[src/utx_pkg.sv]
`default_nettype none

package utx_pkg;

  localparam int UTX_DEPTH = 64;
  localparam int BYTE_W    = 8;
  localparam int FRAME_W   = BYTE_W + 2;
  localparam int TDATA_W   = 8;

  // item kind carried on s_tuser
  typedef enum logic {
    CMD_PUSH = 1'b0,
    CMD_TICK = 1'b1
  } cmd_t;

  // bit positions of the result fields in m_tdata
  localparam int OUT_LINE = 0;
  localparam int OUT_ACC  = 1;
  localparam int OUT_FULL = 2;
  localparam int OUT_BUSY = 3;
  localparam int OUT_W    = 4;

  localparam logic [FRAME_W-1:0] FRAME_STOP_BIT = FRAME_W'(10'h200);

  function automatic logic [FRAME_W-1:0] build_frame(input logic [BYTE_W-1:0] b);
    build_frame = FRAME_STOP_BIT | {1'b0, b, 1'b0};
  endfunction

endpackage

`default_nettype wire

[src/utx_ram.sv]
`default_nettype none

module utx_ram #(
  parameter int WIDTH = 8,
  parameter int DEPTH = 64
) (
  input  wire logic                     clk,
  input  wire logic                     wr_en,
  input  wire logic [$clog2(DEPTH)-1:0] wr_addr,
  input  wire logic [WIDTH-1:0]         wr_data,
  input  wire logic [$clog2(DEPTH)-1:0] rd_addr,
  output logic      [WIDTH-1:0]         rd_data
);

  logic [WIDTH-1:0] mem [DEPTH];

  // read-first: a read of the address being written returns the old word
  always_ff @(posedge clk) begin
    if (wr_en) begin
      mem[wr_addr] <= wr_data;
    end
    rd_data <= mem[rd_addr];
  end

endmodule

`default_nettype wire

[src/uart_tx_fifo_serializer.sv]
`default_nettype none
// channel | dir | tvalid/tready      | tdata                             | tuser
// s       | in  | s_tvalid/s_tready  | data_byte[7:0]                    | cmd (0 push, 1 tick)
// m       | out | m_tvalid/m_tready  | tx_line,push_accepted,fifo_full,  | -
//         |     |                    | busy_res in [3:0], zeros above    |
//
// One beat per cycle while s_tready is high; the result is valid the next cycle.
// The byte ring sits in a RAM whose read port always prefetches the entry at the
// next read pointer; a push into that same entry is forwarded for one cycle.
// Reset clears pointers and shifter and sets the line high; the RAM is not cleared.
// s_tready drops only while a result waits in the output register and m_tready is low.

module uart_tx_fifo_serializer #(
  parameter int DEPTH = utx_pkg::UTX_DEPTH
) (
  input  wire logic                        clk,
  input  wire logic                        rst,
  input  wire logic                        s_tvalid,
  output logic                             s_tready,
  input  wire logic [utx_pkg::TDATA_W-1:0] s_tdata,  // [7:0] data_byte
  input  wire logic                        s_tuser,  // [0] cmd
  output logic                             m_tvalid,
  input  wire logic                        m_tready,
  output logic      [utx_pkg::TDATA_W-1:0] m_tdata   // [0] tx_line [1] push_accepted
                                                     // [2] fifo_full [3] busy_res
);

  import utx_pkg::*;

  localparam int PTR_W = $clog2(DEPTH);

  function automatic logic [PTR_W-1:0] adv(input logic [PTR_W-1:0] p);
    adv = (p == PTR_W'(DEPTH - 1)) ? '0 : p + PTR_W'(1);
  endfunction

  logic [PTR_W-1:0]   wr_ptr, wr_ptr_next;
  logic [PTR_W-1:0]   rd_ptr, rd_ptr_next;
  logic [FRAME_W-1:0] shifter, shifter_next;
  logic               line, line_next;
  logic               fwd_hit;
  logic [BYTE_W-1:0]  fwd_byte;
  logic [BYTE_W-1:0]  ram_q;
  logic [BYTE_W-1:0]  head_byte;
  logic               accept;
  logic               push_ok;
  logic               is_tick;
  logic               full_next;
  logic               busy_next;
  logic [OUT_W-1:0]   res;

  assign s_tready = !m_tvalid || m_tready;
  assign accept   = s_tvalid && s_tready;
  assign is_tick  = (cmd_t'(s_tuser) == CMD_TICK);
  assign push_ok  = accept && !is_tick && (adv(wr_ptr) != rd_ptr);

  assign head_byte = fwd_hit ? fwd_byte : ram_q;

  always_comb begin
    wr_ptr_next  = wr_ptr;
    rd_ptr_next  = rd_ptr;
    shifter_next = shifter;
    line_next    = line;
    if (push_ok) begin
      wr_ptr_next = adv(wr_ptr);
    end else if (accept && is_tick) begin
      if (shifter != '0) begin
        line_next    = shifter[0];
        shifter_next = shifter >> 1;
      end else if (wr_ptr != rd_ptr) begin
        rd_ptr_next  = adv(rd_ptr);
        shifter_next = build_frame(head_byte);
      end
    end
  end

  assign full_next = (adv(wr_ptr_next) == rd_ptr_next);
  assign busy_next = (shifter_next != '0) || (wr_ptr_next != rd_ptr_next);

  always_comb begin
    res           = '0;
    res[OUT_LINE] = line_next;
    res[OUT_ACC]  = push_ok;
    res[OUT_FULL] = full_next;
    res[OUT_BUSY] = busy_next;
  end

  utx_ram #(
    .WIDTH (BYTE_W),
    .DEPTH (DEPTH)
  ) u_ring (
    .clk     (clk),
    .wr_en   (push_ok),
    .wr_addr (wr_ptr),
    .wr_data (s_tdata[BYTE_W-1:0]),
    .rd_addr (rd_ptr_next),
    .rd_data (ram_q)
  );

  always_ff @(posedge clk) begin
    if (rst) begin
      wr_ptr   <= '0;
      rd_ptr   <= '0;
      shifter  <= '0;
      line     <= 1'b1;
      fwd_hit  <= 1'b0;
      m_tvalid <= 1'b0;
    end else begin
      wr_ptr  <= wr_ptr_next;
      rd_ptr  <= rd_ptr_next;
      shifter <= shifter_next;
      line    <= line_next;
      // RAM returns stale data when the prefetch hits the entry written now
      fwd_hit <= push_ok && (wr_ptr == rd_ptr_next);
      if (accept) begin
        m_tvalid <= 1'b1;
      end else if (m_tready) begin
        m_tvalid <= 1'b0;
      end
    end
  end

  always_ff @(posedge clk) begin
    fwd_byte <= s_tdata[BYTE_W-1:0];
    if (accept) begin
      m_tdata <= TDATA_W'(res);
    end
  end

endmodule

`default_nettype wire

[config.mk]
export PLATFORM = sky130hd
export DESIGN_NAME = uart_tx_fifo_serializer
export DESIGN_NICKNAME = d
export VERILOG_FILES = /design/src/utx_pkg.sv /design/src/utx_ram.sv /design/src/uart_tx_fifo_serializer.sv
export SDC_FILE = /design/constraint.sdc
export NUM_CORES = 1
export LEC_CHECK = 0
export ABC_AREA = 1
export BUFFER_PORTS_ARGS = -buffer_cell sky130_fd_sc_hd__buf_2
export CELL_PAD_IN_SITES_DETAIL_PLACEMENT = 0
export CELL_PAD_IN_SITES_GLOBAL_PLACEMENT = 1
export CORE_ASPECT_RATIO = 1.5
export CORE_MARGIN = 4
export CORE_UTILIZATION = 55
export DETAILED_ROUTE_END_ITERATION = 16
export GPL_TIMING_DRIVEN = 0
export PLACE_DENSITY_LB_ADDON = 0.2
export RECOVER_POWER = 50
export SKIP_CTS_REPAIR_TIMING = 1
export SLEW_MARGIN = 20
export SYNTH_ARGS = -nofsm -noshare
export SYNTH_HDL_FRONTEND = slang
export SYNTH_HIERARCHICAL = 1
export SYNTH_SLANG_ARGS = --single-unit
[constraint.sdc]
create_clock -name clk -period 7.2 [get_ports clk]
set_clock_uncertainty 0.2 [all_clocks]
set_input_delay 0.72 -clock clk [delete_from_list [all_inputs] [get_ports clk]]
set_output_delay 0.72 -clock clk [all_outputs]
set_load 0.01 [all_outputs]
==> flow_metrics.env <==
export IMPL_seqPwrFrac=0.443
export IMPL_synth_distinct_cells=40
export IMPL_crit_cells=13
export IMPL_fmax_ghz=0.2058
export IMPL_place_congestion=0.9660
export IMPL_num_vias=17050
export IMPL_first_global_vias=16410
export IMPL_p_leak_nw=9.666
export IMPL_dpl_worst_slack_ps=2318
export IMPL_clock_sinks=557
export IMPL_cp_slowest_cell="xor2_1"
export IMPL_p_total_w=0.008155
export IMPL_yosys_top_cells_area="edfxtp_1 65%, nand2_1 12%, nand3_1 10%, dfxtp_1 3.4%, buf_6 1.8%"
export IMPL_reg2reg_from="m_tvalid"
export IMPL_drive_above_1_share=0.09701
export IMPL_muxShareOfSynthArea=0.0008403
export IMPL_pwr_share_clk=0.326
export IMPL_startpoint="m_tvalid"
export IMPL_n_antenna_cell=0
export IMPL_async_flop_share=0
export IMPL_grt_ovfl_total=0
export IMPL_crit_end="u_ring/rd_data[5]"
export IMPL_routed_wl_mm=71.56
export IMPL_numCtsBuffers=52
export IMPL_track_usage=0.3049
export IMPL_antenna_found_initial=0
export IMPL_numPortBuffers=18
export IMPL_layout_nets=2286
export IMPL_max_slew_margin=-1.375
export IMPL_yosysTopAreaCellShare=0.6504
export IMPL_end_kind="register"
export IMPL_hold_path_class="input pin to register"
export IMPL_rsz0062_at_grt="false"
export IMPL_num_rows=93
export IMPL_core_mm2=0.04294
export IMPL_die_area_mm2=0.04678
export IMPL_final_period_utilization=0.6749
export IMPL_hold_ws_ps=213.4
export IMPL_area_delta_synth_final_pct=10.54
export IMPL_max_stage_delay_ps=820
export IMPL_yosysMostFrequentCell="nand2_1"
export IMPL_synth_xor_area_share=0.002941
export IMPL_setup_violations=0
export IMPL_synth_top_family_by_area="simple AND/OR/NAND/NOR gates"
export IMPL_ys_seq_elements=557
export IMPL_r2r_setup_slack_ps=2340
export IMPL_crit_buf_inv=2
export IMPL_violations="max-capacitance violations, max-slew violations"
export IMPL_cpMostUsedCell="nand2_1"
export IMPL_p_per_area_mw_per_mm2=309.7
export IMPL_dp_cells=2786
export IMPL_worstPathMaxFanout=10
export IMPL_timing_final_crit_period_ps=4859
export IMPL_avgSynthCellArea_um2=10.89
export IMPL_tightest_slew_ps=3562
export IMPL_remaining_drc_errors=0
export IMPL_synth_compound_area_frac=0.009453
export IMPL_p_comb_frac=0.231
export IMPL_clkTransAtPathRegs_ps=60
export IMPL_path_delay_family="simple AND/OR/NAND/NOR gates"
export IMPL_cts_htree_levels=2
export IMPL_max_cap_violations=8
export IMPL_yosys_area_top_type="edfxtp_1"
export IMPL_seq_area_frac_synth=0.6848
export IMPL_vias_per_cell=5.923
export IMPL_path_cells="a21oi_1 > nand2_1 > nor2_2 > nand3_2 > xor2_1 > buf_2 > clkbuf_1 > nand3_1 > nand2_1 > nand2_1 > nand3_1 > nand3_1 > nand2_1"
export IMPL_start_kind="register"
export IMPL_root_buffer="clkbuf_16"
export IMPL_r2r_cells=13
export IMPL_synth_common_cells="754 x nand2_1, 516 x edfxtp_1, 475 x nand3_1, 89 x nor2_1, 64 x inv_1"
export IMPL_critPathKind="register to register"
export IMPL_setup_slack_ps=2341
export IMPL_final_cell_count_no_fill=2879
export IMPL_wire_per_inst_um=24.86
export IMPL_num_io_pins=23
export IMPL_swShare=0.3120
export IMPL_p_sw_w=0.002544
export IMPL_p_int_w=0.005611
export IMPL_clockBufferDepth=3
export IMPL_required_ps=7480
export IMPL_reg2reg_to="u_ring/rd_data[5]"
export IMPL_grt_pass1_wl_mm=104.1
export IMPL_drt_iter0_drc=1746
export IMPL_clk_latency_ps=590
export IMPL_synth_warnings=6
export IMPL_cts_tree="done"
export IMPL_dp_hpwl_mm=49.21
export IMPL_synthesis_instances=2187
export IMPL_synth_simple_gate_area_frac=0.2514
export IMPL_vdd_drop_max_mv=0.2310
export IMPL_cp_arrival_ps=5140
export IMPL_synthFlopType="edfxtp_1"
export IMPL_slew_violations=528
export IMPL_fp_dieW_um=177.9
export IMPL_syn_area_mm2=0.02382
export IMPL_status="complete, but fails checks"
export IMPL_chipHeight_um=262.9
export IMPL_synth_edff_count=516
export IMPL_grt_max_degree=66
export IMPL_ant_nets=0
export IMPL_hold_viol_final=0
export IMPL_dr_pass1_iters=6
export IMPL_setup_tns_ps=0
export IMPL_min_from="s_tvalid"
export IMPL_initial_core_util=0.5549
export IMPL_synth_fa_ha_area_frac=0.001576
==> cells in the final DEF, fill, tap and decap left out, types with 4 or more instances in the layout <==
cell	n
clkinv_1	11
nand2_2	11
clkbuf_1	43
a21oi_1	14
nor3_1	7
buf_2	44
clkinv_2	9
nand2_1	755
nand3_1	475
edfxtp_1	516
nand3_2	5
dfxtp_1	41
nor2_2	7
inv_2	7
buf_4	22
o21ai_0	9
conb_1	4
inv_1	64
buf_6	38
nor2_1	90
nor4_2	8
buf_1	11
nand4_1	15
clkbuf_16	53
xor2_1	6
bufinv_16	4
o221ai_1	4
==> power groups by stage <==
stage                     sequential [W]  clock (W)  combinational (W)
after floorplan                  0.00367          0            0.00113
after global placement           0.00367          0            0.00181
after detailed placement         0.00367          0            0.00184
after CTS                        0.00360    0.00269            0.00185
after global routing             0.00362    0.00282            0.00201
final                            0.00361    0.00266            0.00188
==> kinds of logic after synthesis <==
| kind of cell | Yosys count |
|---|---|
| AO/OA/AOI/OAI | 36 |
| other | 1 |
| multiplexers | 2 |
| XOR/XNOR | 8 |
| buffers and inverters | 196 |
| adder cells (fa/ha/maj) | 3 |
| AND/OR/NAND/NOR | 1384 |
| flip-flops | 557 |
==> sequential cells by signal (all words and copies together), names as in the netlist, 4 cells and up <==
register        count
u_ring/mem        512
shifter            10
fwd_byte            8
u_ring/rd_data      8
rd_ptr              6
wr_ptr              6
m_tdata             4
==> layout make-up <==
cell class,count,area [µm²]
Fill cell,3498,16600
Sequential cell,557,16320
Multi-Input combinational cell,1437,6399
Clock buffer,63,1364
Buffer,124,887.1
Tap cell,570,713.2
Inverter,72,275.3
Clock inverter,30,259.0
Timing Repair Buffer,26,121.4
==> how the worst min path moves through the flow <==
stage	end	slack (ps)	depth (start not counted)
final	m_tvalid	210	3
after global routing	m_tvalid	210	3
after CTS	shifter[9]	140	2
after detailed placement	shifter[9]	300	2
after global placement	shifter[9]	280	2
after floorplan	shifter[9]	260	2
==> metrics by stage <==
| stage | cell area [µm²] | util |
|---|---|---|
| final | 26330 | 0.6133 |
| after global routing | 26330 | 0.6133 |
| after CTS | 26380 | 0.6144 |
| after detailed placement | 24760 | 0.5766 |
| after global placement | 24640 | 0.5738 |
| after floorplan | 23840 | - |
==> layer usage <==
| metal | vias up | track usage | wire (µm) |
|---|---|---|---|
| met3 | 240 | 0.04058 | 4654 |
| met2 | 835 | 0.5170 | 35970 |
| met5 | - | 0 | 0 |
| met4 | 0 | 0.1994 | 5727 |
| met1 | 8254 | 0.3609 | 25210 |
| li1 | 7722 | - | - |
==> tightest hold or removal path, cell delays in order <==
cell and delay, ps:
buf_2 100, inv_1 60, a21oi_1 60
(Power assumes the default switching activity.)
